**src/rtl/opta_pkg.sv**
```systemverilog
// Shared types, constants and helper functions for the outer product tile accumulator.
package opta_pkg;

  localparam int unsigned TileRowsDef = 16;
  localparam int unsigned TileColsDef = 6;
  localparam int unsigned AccBitsDef  = 48;
  localparam int unsigned LaneRows    = 16;
  localparam int unsigned LaneCols    = 6;
  localparam int unsigned OutPairs    = 8;
  localparam int unsigned PayWords    = 8;
  localparam int unsigned QBits       = 16;
  localparam int unsigned CBits       = 32;
  localparam int unsigned CmdBits     = 2;
  localparam int unsigned SelBits     = 3;
  localparam int unsigned CfgIdxBits  = 1;
  localparam int unsigned CfgDatBits  = 5;

  typedef enum logic [CmdBits-1:0] {
    CmdStep    = 2'd0,
    CmdEmit    = 2'd1,
    CmdPreload = 2'd2,
    CmdNone    = 2'd3
  } cmd_e;

  typedef enum logic [CfgIdxBits-1:0] {
    RegRowsUsed = 1'd0,
    RegColsUsed = 1'd1
  } reg_e;

  typedef logic [63:0] word_t;

  typedef struct packed {
    logic [CmdBits-1:0] cmd;
    logic [SelBits-1:0] col_select;
    word_t              payload0;
    word_t              payload1;
    word_t              payload2;
    word_t              payload3;
    word_t              payload4;
    word_t              payload5;
    word_t              payload6;
    word_t              payload7;
  } in_item_t;

  typedef struct packed {
    logic [CfgIdxBits-1:0] index;
    logic [CfgDatBits-1:0] value;
  } cfg_item_t;

  typedef struct packed {
    logic [SelBits-1:0] col_index;
    logic               last;
    word_t              out_pair0;
    word_t              out_pair1;
    word_t              out_pair2;
    word_t              out_pair3;
    word_t              out_pair4;
    word_t              out_pair5;
    word_t              out_pair6;
    word_t              out_pair7;
  } out_item_t;

  typedef struct packed {
    logic                  do_step;
    logic                  do_emit;
    logic                  do_load;
    logic [SelBits-1:0]    sel;
    logic [LaneRows-1:0]   row_en;
    logic [LaneCols-1:0]   col_en;
    logic [SelBits-1:0]    ncols;
    word_t [PayWords-1:0]  pay;
  } op_t;

endpackage

```
**src/rtl/opta_front.sv**
```systemverilog
// Front end: accepts items, decodes the command and applies the row and column masks.
module opta_front
  import opta_pkg::*;
#(
  parameter int unsigned TileRows = TileRowsDef,
  parameter int unsigned TileCols = TileColsDef
) (
  input  logic                       clk_i,
  input  logic                       rst_ni,
  input  logic                       in_valid_i,
  output logic                       in_ready_o,
  input  logic [CmdBits-1:0]         cmd_i,
  input  logic [SelBits-1:0]         col_select_i,
  input  word_t [PayWords-1:0]       pay_i,
  input  logic                       cfg_valid_i,
  input  logic [CfgIdxBits-1:0]      cfg_index_i,
  input  logic [CfgDatBits-1:0]      cfg_data_i,
  output logic                       op_valid_o,
  input  logic                       op_ready_i,
  output op_t                        op_o
);

  logic [4:0] rows_used_q;
  logic [2:0] cols_used_q;
  logic       full_q;
  op_t        op_q, op_d;
  logic       take;

  assign in_ready_o = !full_q || op_ready_i;
  assign take       = in_valid_i && in_ready_o;

  always_ff @(posedge clk_i or negedge rst_ni) begin
    if (!rst_ni) begin
      rows_used_q <= 5'd16;
      cols_used_q <= 3'd6;
    end else if (cfg_valid_i) begin
      unique case (reg_e'(cfg_index_i))
        RegRowsUsed: rows_used_q <= cfg_data_i;
        RegColsUsed: cols_used_q <= cfg_data_i[2:0];
        default: ;
      endcase
    end
  end

  always_comb begin
    logic [2:0] nc;
    nc = (32'(cols_used_q) > TileCols) ? 3'(TileCols) : cols_used_q;
    op_d          = '0;
    op_d.pay      = pay_i;
    op_d.sel      = col_select_i;
    op_d.ncols    = (nc > 3'(LaneCols)) ? 3'(LaneCols) : nc;
    for (int r = 0; r < LaneRows; r++) begin
      op_d.row_en[r] = (r < TileRows) && (r < 32'(rows_used_q));
    end
    for (int c = 0; c < LaneCols; c++) begin
      op_d.col_en[c] = (c < TileCols) && (c < 32'(nc));
    end
    unique case (cmd_e'(cmd_i))
      CmdStep: op_d.do_step = 1'b1;
      CmdEmit: begin
        op_d.do_step = 1'b1;
        op_d.do_emit = 1'b1;
      end
      CmdPreload: op_d.do_load = 32'(col_select_i) < TileCols;
      default: ;
    endcase
  end

  always_ff @(posedge clk_i or negedge rst_ni) begin
    if (!rst_ni) begin
      full_q <= 1'b0;
    end else if (in_ready_o) begin
      full_q <= in_valid_i;
    end
  end

  always_ff @(posedge clk_i) begin
    if (take) begin
      op_q <= op_d;
    end
  end

  assign op_valid_o = full_q;
  assign op_o       = op_q;

endmodule

```
**config.mk**
```make
export PLATFORM = sky130hd
export DESIGN_NAME = opta_front
export DESIGN_NICKNAME = d
export VERILOG_FILES = /design/src/rtl/opta_pkg.sv /design/src/rtl/opta_front.sv
export SDC_FILE = /design/constraint.sdc
export NUM_CORES = 1
export LEC_CHECK = 0
export ABC_AREA = 1
export BUFFER_PORTS_ARGS = -buffer_cell sky130_fd_sc_hd__buf_2
export CAP_MARGIN = 5
export CELL_PAD_IN_SITES_DETAIL_PLACEMENT = 0
export CELL_PAD_IN_SITES_GLOBAL_PLACEMENT = 1
export CORE_AREA = 2 2 418 420
export DETAILED_ROUTE_END_ITERATION = 10
export DIE_AREA = 0 0 420 422
export GPL_TIMING_DRIVEN = 1
export PLACE_DENSITY_LB_ADDON = 0.05
export SYNTH_ARGS = -nofsm -noshare
export SYNTH_HDL_FRONTEND = slang
export SYNTH_SLANG_ARGS = --single-unit
```
**constraint.sdc**
```tcl
create_clock -name clk_i -period 37.8 [get_ports clk_i]
set_input_delay 5.67 -clock clk_i [delete_from_list [all_inputs] [get_ports clk_i]]
set_output_delay 5.67 -clock clk_i [all_outputs]
set_load 0.03 [all_outputs]
```
==> results of run 1 <==
## sequential cells by signal, summed over array words and instances, names as in the netlist
signal and count:
cols_used_q 3, op_valid_o 1, rows_used_q 5, op_o 543
## cell usage in the layout, fill, tap and decap left out, drive strengths merged
master / synthesis / routed
a21oi: 3 / 3
buf: 1 / 1077
bufinv: 0 / 3
clkbuf: 3 / 110
clkinv: 0 / 28
clkinvlp: 0 / 1
dfrtp: 6 / 6
dfstp: 3 / 3
diode: 0 / 21
edfxtp: 543 / 543
inv: 21 / 28
nand2: 28 / 28
nand3: 5 / 5
nor2: 9 / 9
o21a: 2 / 2
o21ai: 10 / 10
## power breakdown
group / switching, mW / internal (mW) / leakage [nW]
combinational: 0.121 / 0.0425 / 4.45
sequential: 0.0116 / 0.717 / 5.26
clock: 0.306 / 0.428 / 1.21
total: 0.438 / 1.19 / 10.9
## logic make-up after synthesis
logic type | count (synthesis) | synth area share (%)
AND/OR/NAND/NOR | 42 | 1.12
AO/OA/AOI/OAI | 15 | 0.474
buffers and inverters | 25 | 0.614
flip-flops | 552 | 97.8
## metal layers
| metal | wire length, um | global-route usage [%] | up-vias |
|---|---|---|---|
| li1 | - | - | 4891 |
| met1 | 31000 | 9.76 | 5513 |
| met2 | 53400 | 20.1 | 605 |
| met3 | 8510 | 4.59 | 232 |
| met4 | 2980 | 3.54 | 28 |
| met5 | 188 | 0 | - |
## worst max-delay path, cell delays in order
cell	delay (ps)
buf_2	100
inv_1	100
nand2_1	90
buf_2	190
## path summary, 6_finish.rpt
check	start	endpoint	slack, ps	depth (start not counted)
hold / removal	cols_used_q[0]$_DFFE_PN0P_	cols_used_q[0]$_DFFE_PN0P_	490	2
setup reg to reg	op_valid_o$_DFFE_PN0N_	op_o[424]$_DFFE_PP_	33780	4
max in group asynchronous	rst_ni	rows_used_q[4]$_DFFE_PN1P_	32670	1
hold reg to reg	cols_used_q[0]$_DFFE_PN0P_	cols_used_q[0]$_DFFE_PN0P_	490	2
setup / recovery	op_ready_i	in_ready_o	25990	4
min in group asynchronous	rst_ni	cols_used_q[0]$_DFFE_PN0P_	4860	1
## layout make-up
cell class	count	share of cell area (%)
Tap cell	2325	10.5
Clock buffer	110	7.92
Multi-Input combinational cell	57	1.01
Clock inverter	39	1.05
Antenna cell	21	0.189
Timing Repair Buffer	1077	19.6
Inverter	21	0.293
Sequential cell	552	59.5
==> reports/results.ini, run 1 <==
[synth]
syn_avg_cell_area_um2 = 26.7
synth_area_um2 = 16900
synth_area_leader_cell = edfxtp_1
syn_inst = 634
ys_ff_latch = 552
netlist_top_cells_area = edfxtp_1, dfrtp_1, nand2_1, dfstp_2, inv_1
synth_edf_count = 543
synth_top_area_share_pct = 96.4
yosys.cell_count.top_type = edfxtp_1
ys_types = 18
ys_warn_count = 0
synth_common_cells = edfxtp_1, nand2_1, inv_1
synthFlopType = edfxtp_1
yosysSeqAreaShare_pct = 97.8
async_reset_ff_share_pct = 1.63
synth_nets = 1162

[cells_and_area]
nFillCells = 19200
syn2layout_area_growth_pct = 64.4
multi_input_area_um2 = 280
final_cell_area_um2 = 27800
nets = 2320
fin_cells = 4202
seqCellArea_um2 = 16500
final_util_pct = 16.1
drive_gt1_share_pct = 64.3

[timing]
setup_tns_ps = 0
period_share_pct = 31.2
fmax_mhz = 84.7
hold_viol_final = 0
fin_ws_ps = 25990
setup_violations = 0
drv_slew = 0
hold_ws_ps = 486
period_minus_slack_ps = 11810
slew_headroom_pct = 29.2
tightest_slew_ps = 1060
clock_skew_ps = 28.8
rsz0062_at_grt = no

[clock_network]
cts_buffers = 83
htreeDepth = 3
clockBufferDepth = 3
cts_sinks = 552
clkTransAtPathRegs_ps = 50
post_cts_resized = 0
cts_tree = done
hold_buffers = 0
clock_latency_ps = 700
post_cts_buffers = 0
cts_root_buf = clkbuf_16

[worst_setup_path]
criticalPathCategory = input port to output pin
required_ps = 32130
start_kind = input port
critPathMaxFanout = 2
end_kind = output pin
cp_data_arrival_time_ps = 6140

[power]
power_density_nw_per_um2 = 58.5
p_total_mw = 1.63
peakVddDrop_v = 0.0000309
p_leak_nw = 10.9

[floorplan]
pin_count = 1073
die_h_um = 422
initial_core_util_pct = 9.78
dieArea_um2 = 177000
die_w_um = 420
core_um2 = 173000
rows = 153

[global_route]
track_usage_pct = 10.5
grt_pass1_vias = 11800
grt_start_max_net_pins = 152
grt-ovfl-total = 0
grt_pass1_wl_um = 121000
antenna_found_initial = 87

[place]
placed_cell_area_um2 = 25200
hpwl_um = 77700
place.port_buffers = 1072
place_congestion = 0.770
dp_slack_ps = 25990
dp.cells = 4032

[detailed_routing]
drt-total-wl_um = 96100
route.vias.total = 11300
drc = 0
dr.pass1.iters = 4
avgViaCountPerCell = 2.68
wl_per_cell_um = 22.9
antenna_left = 0
drtIter0Drc = 441

[min_path]
worst_hold_path_type = register to register

[run]
maxCapViolCount = 0

[status]
outcome = completed

(Power assumes the default switching activity.)
==> run 2: changes to the inputs <==
--- a/config.mk
+++ b/config.mk
@@ -5,14 +5,14 @@
 export SDC_FILE = /design/constraint.sdc
 export NUM_CORES = 1
 export LEC_CHECK = 0
-export ABC_AREA = 1
+export ABC_AREA = 0
 export BUFFER_PORTS_ARGS = -buffer_cell sky130_fd_sc_hd__buf_2
 export CAP_MARGIN = 5
 export CELL_PAD_IN_SITES_DETAIL_PLACEMENT = 0
 export CELL_PAD_IN_SITES_GLOBAL_PLACEMENT = 1
-export CORE_AREA = 2 2 418 420
+export CORE_AREA = 2 2 420 422
 export DETAILED_ROUTE_END_ITERATION = 10
-export DIE_AREA = 0 0 420 422
+export DIE_AREA = 0 0 422 424
 export GPL_TIMING_DRIVEN = 1
 export PLACE_DENSITY_LB_ADDON = 0.05
 export SYNTH_ARGS = -nofsm -noshare
==> constraint.sdc (replaced) <==
create_clock -name clk_i -period 10.7 [get_ports clk_i]
set_input_delay 1.605 -clock clk_i [delete_from_list [all_inputs] [get_ports clk_i]]
set_output_delay 1.605 -clock clk_i [all_outputs]
set_load 0.03 [all_outputs]
==> run 2 against run 1 <==
Net effect:
- via count down 0.15%
- critical path type is now input port to register
- worst setup slack got worse by 19000 ps
- flip-flop and latch count did not move
- hold slack gained 64 ps
- largest power group unchanged
- highest routed layer unchanged
- global-route usage fell by 0.22 points
- area after synthesis is essentially flat
- clock power grew to 3.6 times the previous value
- total power grew to 3.6 times the previous value
- count of clock-buffer cells in the layout rose by 1
- largest cell class unchanged
- core utilization down 0.17 points
==> reports/results.ini, run 2 <==
[worst_setup_path]
criticalPathCategory = input port to register  ; was input port to output pin
ff2ff_path_depth = 4  ; unchanged
critPathMaxFanout = 139  ; was 2
cp_data_arrival_time_ps = 4140  ; was 6140 ps
worstReg2RegStart = op_valid_o$_DFFE_PN0N_  ; unchanged
required_ps = 10980  ; was 32130 ps
r2r_end = op_o[296]$_DFFE_PP_  ; was op_o[424]$_DFFE_PP_
start_kind = input port  ; unchanged
end_kind = register  ; was output pin
r2r_setup_slack_ps = 7490  ; was 33780 ps

[detailed_routing]
drt-total-wl_um = 94900  ; was 96100 um
dr.pass1.iters = 4  ; unchanged
wl_per_cell_um = 22.7  ; was 22.9 um
route.vias.total = 11300  ; about the same
avgViaCountPerCell = 2.69  ; was 2.68
drc = 0  ; unchanged
drtIter0Drc = 547  ; was 441
antenna_left = 0  ; unchanged

[cells_and_area]
syn2layout_area_growth_pct = 64.8  ; was 64.4%
multi_input_area_um2 = 322  ; was 280 um^2
final_util_pct = 15.9  ; was 16.1%
largest_reg_flops = 543  ; unchanged
drive_gt1_share_pct = 66.0  ; was 64.3%
fin_cells = 4178  ; was 4202
mostFrequentLayoutCells = buf_2, edfxtp_1, clkbuf_16  ; unchanged
nFillCells = 19600  ; was 19200
final_common_cell = buf_2  ; unchanged
nets = 2287  ; was 2320
seqCellArea_um2 = 16500  ; unchanged

[floorplan]
pin_count = 1073  ; unchanged
dieArea_um2 = 179000  ; was 177000 um^2
die_w_um = 422  ; was 420 um
die_h_um = 424  ; was 422 um
core_um2 = 175000  ; was 173000 um^2
rows = 154  ; was 153
initial_core_util_pct = 9.66  ; was 9.78%

[place]
place.port_buffers = 1072  ; unchanged
dp.cells = 4016  ; was 4032
hpwl_um = 76500  ; was 77700 um
place_congestion = 0.841  ; was 0.770

[timing]
fmax_mhz = 259
period_minus_slack_ps = 3860
drv_slew = 0  ; unchanged
period_share_pct = 36.1
setup_violations = 0  ; unchanged
slew_headroom_pct = 11.4  ; was 29.2%
clock_skew_ps = 19.1  ; was 28.8 ps
rsz0062_at_grt = no  ; unchanged
setup_tns_ps = 0  ; unchanged
tightest_slew_ps = 1330  ; was 1060 ps
hold_viol_final = 0  ; unchanged

[status]
outcome = completed  ; unchanged

[synth]
syn_inst = 605  ; was 634
synth_common_cells = edfxtp_1, mux2_2, nand2_1  ; was edfxtp_1, nand2_1, inv_1
synth_area_um2 = 16900  ; about the same
ys_types = 29  ; was 18
synth_edf_count = 543  ; unchanged
yosysSeqAreaShare_pct = 97.9  ; was 97.8%
ys_warn_count = 0  ; unchanged
syn_avg_cell_area_um2 = 27.9  ; was 26.7 um^2
yosys.cell_count.top_type = edfxtp_1  ; unchanged
netlist_top_cells_area = edfxtp_1, dfrtp_1, mux2_2, dfstp_2, nand2_1  ; was edfxtp_1, dfrtp_1, nand2_1, dfstp_2, inv_1
synth_nets = 1133  ; was 1162
ys_ff_latch = 552  ; unchanged
synth_top_area_share_pct = 96.5  ; was 96.4%
synth_area_leader_cell = edfxtp_1  ; unchanged
async_reset_ff_share_pct = 1.63  ; unchanged
synthFlopType = edfxtp_1  ; unchanged

[power]
peakVddDrop_v = 0.000105  ; was 0.0000309 V
p_leak_nw = 10.9  ; about the same
power_density_nw_per_um2 = 209  ; was 58.5 nW/um^2

[min_path]
hold_start = op_valid_o$_DFFE_PN0N_  ; was cols_used_q[0]$_DFFE_PN0P_
worst_hold_path_type = register to register  ; unchanged
whs_endpoint = op_valid_o$_DFFE_PN0N_  ; was cols_used_q[0]$_DFFE_PN0P_
holdPathStages = 2  ; unchanged

[clock_network]
cts_tree = done  ; unchanged
htreeDepth = 3  ; unchanged
post_cts_buffers = 0  ; unchanged
clockBufferDepth = 3  ; unchanged
cts_buffers = 81  ; was 83
cts_sinks = 552  ; unchanged
cts_root_buf = clkbuf_16  ; unchanged
hold_buffers = 0  ; unchanged
clkTransAtPathRegs_ps = 50  ; about the same
post_cts_resized = 0  ; unchanged
clock_latency_ps = 680  ; was 700 ps

[global_route]
antenna_found_initial = 93  ; was 87
grt_pass1_vias = 11900  ; was 11800
grt_start_max_net_pins = 140  ; was 152
grt-ovfl-total = 0  ; unchanged
grt_pass1_wl_um = 121000  ; about the same
track_usage_pct = 10.3  ; was 10.5%

[run]
maxCapViolCount = 0  ; unchanged

[run 2: report_power, final]
group          switching (mW)  internal (mW)
clock                    1.07           1.58
combinational           0.429          0.156
sequential             0.0420           2.53
total                    1.54           4.27
[run 2: cell type report]
type                    count  share of cell area (%)
inverters                   2                  0.0270
well taps                2340                    10.5
repair buffers           1077                    19.5
clock buffers             111                    7.92
diodes                     20                   0.180
multi-input cells          45                    1.16
clock inverters            31                    1.25
flip-flops and latches    552                    59.4
[run 2: how the worst max path moves through the flow]
stage / from / endpoint / slack, ps
final: op_ready_i / op_o[296]$_DFFE_PP_ / 6840
after global routing: op_ready_i / op_o[144]$_DFFE_PP_ / 6710
after CTS: op_ready_i / op_o[261]$_DFFE_PP_ / 6940
after detailed placement: op_ready_i / op_o[170]$_DFFE_PP_ / 6160
after global placement: op_ready_i / op_o[209]$_DFFE_PP_ / 6190
after floorplan: op_ready_i / op_o[0]$_DFFE_PP_ / 1600
[run 2: logic make-up (layout without fill, tap and decap cells)]
family                 Yosys count  after routing  share of synthesized area, %
AOI/OAI and AO/OA               11             11                         0.467
buffers and inverters            8           1221                         0.237
DFF                            552            552                          97.9
muxes                            8              8                         0.533
other                            0             20                             0
and+or+nand+nor                 26             26                         0.889
[run 2: layer usage]
metal	track usage [%]	part of all wire (%)
met1	9.48	31
met2	19.6	56
met3	4.95	9.4
met4	3.30	2.9
met5	0	0.37
[run 2: through the flow]
stage / setup slack, ps / instance area (um^2) / total power, mW / hold WS (ps)
2_1_floorplan: 1600 / 16900 / 2.94 / 522
3_3_place_gp: 6190 / 25200 / 3.23 / 563
3_5_place_dp: 6160 / 25200 / 3.23 / 545
4_1_cts: 6940 / 27800 / 5.99 / 561
5_1_grt: 6710 / 27800 / 6.08 / 591
6_report: 6840 / 27800 / 5.81 / 550
[run 2: worst max-delay path, stage by stage]
cell and delay [ps]:
buf_2 80, nand2b_1 140, and2_4 510, buf_4 790, buf_12 390
==> run 3: changes to the inputs <==
--- a/config.mk
+++ b/config.mk
@@ -10,9 +10,9 @@
 export CAP_MARGIN = 5
 export CELL_PAD_IN_SITES_DETAIL_PLACEMENT = 0
 export CELL_PAD_IN_SITES_GLOBAL_PLACEMENT = 1
-export CORE_AREA = 2 2 420 422
+export CORE_AREA = 2 2 418 420
 export DETAILED_ROUTE_END_ITERATION = 10
-export DIE_AREA = 0 0 422 424
+export DIE_AREA = 0 0 420 422
 export GPL_TIMING_DRIVEN = 1
 export PLACE_DENSITY_LB_ADDON = 0.05
 export SYNTH_ARGS = -nofsm -noshare
==> constraint.sdc (replaced) <==
create_clock -name clk_i -period 4 [get_ports clk_i]
set_input_delay 0.6 -clock clk_i [delete_from_list [all_inputs] [get_ports clk_i]]
set_output_delay 0.6 -clock clk_i [all_outputs]
set_load 0.03 [all_outputs]
==> run 3 against run 2 <==
Net effect:
- sequential share of layout area down 6.1 points
- core utilization up 2.0 points
- critical path depth down 1
- cell count up 7.3%
- count of clock-buffer cells in the layout down 6
- non-clock buffer count up 320
- total power rose to 2.7 times the previous value
- design area up 11%
==> reports/results.ini, run 3 (same netlist as run 2, synthesis figures left out) <==
[status]
outcome = completed  ; unchanged

[place]
place.port_buffers = 1072  ; unchanged
dp_slack_ps = 1460  ; was 6160 ps
hpwl_um = 71100  ; was 76500 um
placed_cell_area_um2 = 25400  ; was 25200 um^2
place_congestion = 0.784  ; was 0.841

[clock_network]
htreeDepth = 3  ; unchanged
cts_sinks = 552  ; unchanged
post_cts_buffers = 0  ; unchanged
cts_buffers = 80  ; was 81
cts_root_buf = clkbuf_16  ; unchanged
cts_tree = done  ; unchanged
post_cts_resized = 0  ; unchanged
clkTransAtPathRegs_ps = 50  ; about the same
hold_buffers = 306  ; was 0
clockBufferDepth = 3  ; unchanged
clock_latency_ps = 680  ; about the same

[worst_setup_path]
criticalPathCategory = register to register  ; was input port to register
required_ps = 4310  ; was 10980 ps
start_kind = register  ; was input port
critPathMaxFanout = 76  ; was 139
end_kind = register  ; unchanged
cp_data_arrival_time_ps = 2460  ; was 4140 ps
crit_path_start = op_valid_o$_DFFE_PN0N_  ; was op_ready_i
worstReg2RegStart = op_valid_o$_DFFE_PN0N_  ; unchanged

[detailed_routing]
route.vias.total = 12200  ; was 11300
dr.pass1.iters = 4  ; unchanged
avgViaCountPerCell = 2.72  ; was 2.69
drtIter0Drc = 424  ; was 547
wl_per_cell_um = 19.9  ; was 22.7 um
drt-total-wl_um = 89100  ; was 94900 um
drc = 0  ; unchanged
antenna_left = 0  ; unchanged

[global_route]
grt_pass1_wl_um = 117000  ; was 121000 um
grt_pass1_vias = 13400  ; was 11900
grt-ovfl-total = 0  ; unchanged
track_usage_pct = 9.75  ; was 10.3%
antenna_found_initial = 49  ; was 93
grt_start_max_net_pins = 77  ; was 140

[timing]
tightest_slew_ps = 504  ; was 1330 ps
rsz0062_at_grt = no  ; unchanged
hold_ws_ps = 105  ; was 550 ps
fin_ws_ps = 1850  ; was 6840 ps
period_minus_slack_ps = 2150
fmax_mhz = 466
hold_viol_final = 0  ; unchanged
drv_slew = 0  ; unchanged
slew_headroom_pct = 66.3  ; was 11.4%
period_share_pct = 53.7
setup_tns_ps = 0  ; unchanged
setup_violations = 0  ; unchanged
clock_skew_ps = 23.0  ; was 19.1 ps

[floorplan]
rows = 153  ; was 154
die_w_um = 420  ; was 422 um
initial_core_util_pct = 9.77  ; was 9.66%
core_um2 = 173000  ; was 175000 um^2
die_h_um = 422  ; was 424 um
pin_count = 1073  ; unchanged
dieArea_um2 = 177000  ; was 179000 um^2

[run]
maxCapViolCount = 0  ; unchanged

[cells_and_area]
syn2layout_area_growth_pct = 83.5  ; was 64.8%
largest_reg_flops = 543  ; unchanged
nets = 2606  ; was 2287
drive_gt1_share_pct = 56.9  ; was 66.0%
mostFrequentLayoutCells = buf_2, edfxtp_1, dlygate4sd3_1  ; was buf_2, edfxtp_1, clkbuf_16
final_common_cell = buf_2  ; unchanged
final_cell_area_um2 = 31000  ; was 27800 um^2
nFillCells = 19000  ; was 19600

[min_path]
hold_start = pay_i[190]  ; was op_valid_o$_DFFE_PN0N_
worst_hold_path_type = input port to register  ; was register to register

[power]
peakVddDrop_v = 0.000285  ; was 0.000105 V
power_density_nw_per_um2 = 506  ; was 209 nW/um^2
p_leak_nw = 12.2  ; was 10.9 nW

run 3: cell types whose count changed in the layout (fill, tap and decap cells not counted), moves of 2 or more:
cell	change
dlygate4sd3_1	+306
buf_12	+4
clkinv_4	-2
diode_2	-4
buf_4	+10
clkbuf_1	-8
inv_6	+2
clkinv_8	-3
clkinv_2	+6
clkinv_1	+6
run 3: through the flow:
step / total power [mW] / utilization [%] / cells
6_report: 15.7 / 17.9 / 4481
5_1_grt: 16.4 / 17.9 / 4468
4_1_cts: 16.2 / 17.9 / 4465
3_5_place_dp: 8.63 / 14.7 / 4015
3_3_place_gp: 8.63 / 14.7 / 4015
2_1_floorplan: 7.83 / - / 605
run 3: path summary, 6_finish.rpt:
check | end | slack (ps) | cells after the start
hold reg to reg | op_valid_o$_DFFE_PN0N_ | 540 | 2
hold / removal | op_o[190]$_DFFE_PP_ | 100 | 1
min in group asynchronous | op_valid_o$_DFFE_PN0N_ | 320 | 2
max in group asynchronous | cols_used_q[1]$_DFFE_PN1P_ | 3400 | 2
setup reg to reg | op_o[68]$_DFFE_PP_ | 1850 | 4
setup / recovery | op_o[68]$_DFFE_PP_ | 1850 | 4
run 3: layout make-up:
type	instances	area, um^2	area share, %
Antenna cell	16	40.0	0.129
Clock buffer	105	2210	7.14
Clock inverter	39	310	1.00
Inverter	2	7.51	0.0242
Multi-Input combinational cell	45	329	1.06
Sequential cell	552	16500	53.3
Tap cell	2325	2910	9.38
Timing Repair Buffer	1397	8660	27.9
run 3: critical path, cell delays in order (launching register included):
cell	delay (ps)
dfrtp_1	400
nand2b_4	80
and2_4	390
buf_12	270
buf_12	380
run 3: power breakdown:
group / internal [mW] / total [mW] / switching, mW
registers: 6.77 / 6.88 / 0.111
clock network: 4.19 / 6.98 / 2.80
logic: 0.634 / 1.83 / 1.19
run 3: metal layers:
metal	global-route usage, %	vias to the layer above	routed length [um]
met5	0	-	123
met4	3.78	18	3130
met3	3.91	180	7900
met2	19.0	593	50400
met1	8.81	5957	27600
li1	-	5454	-
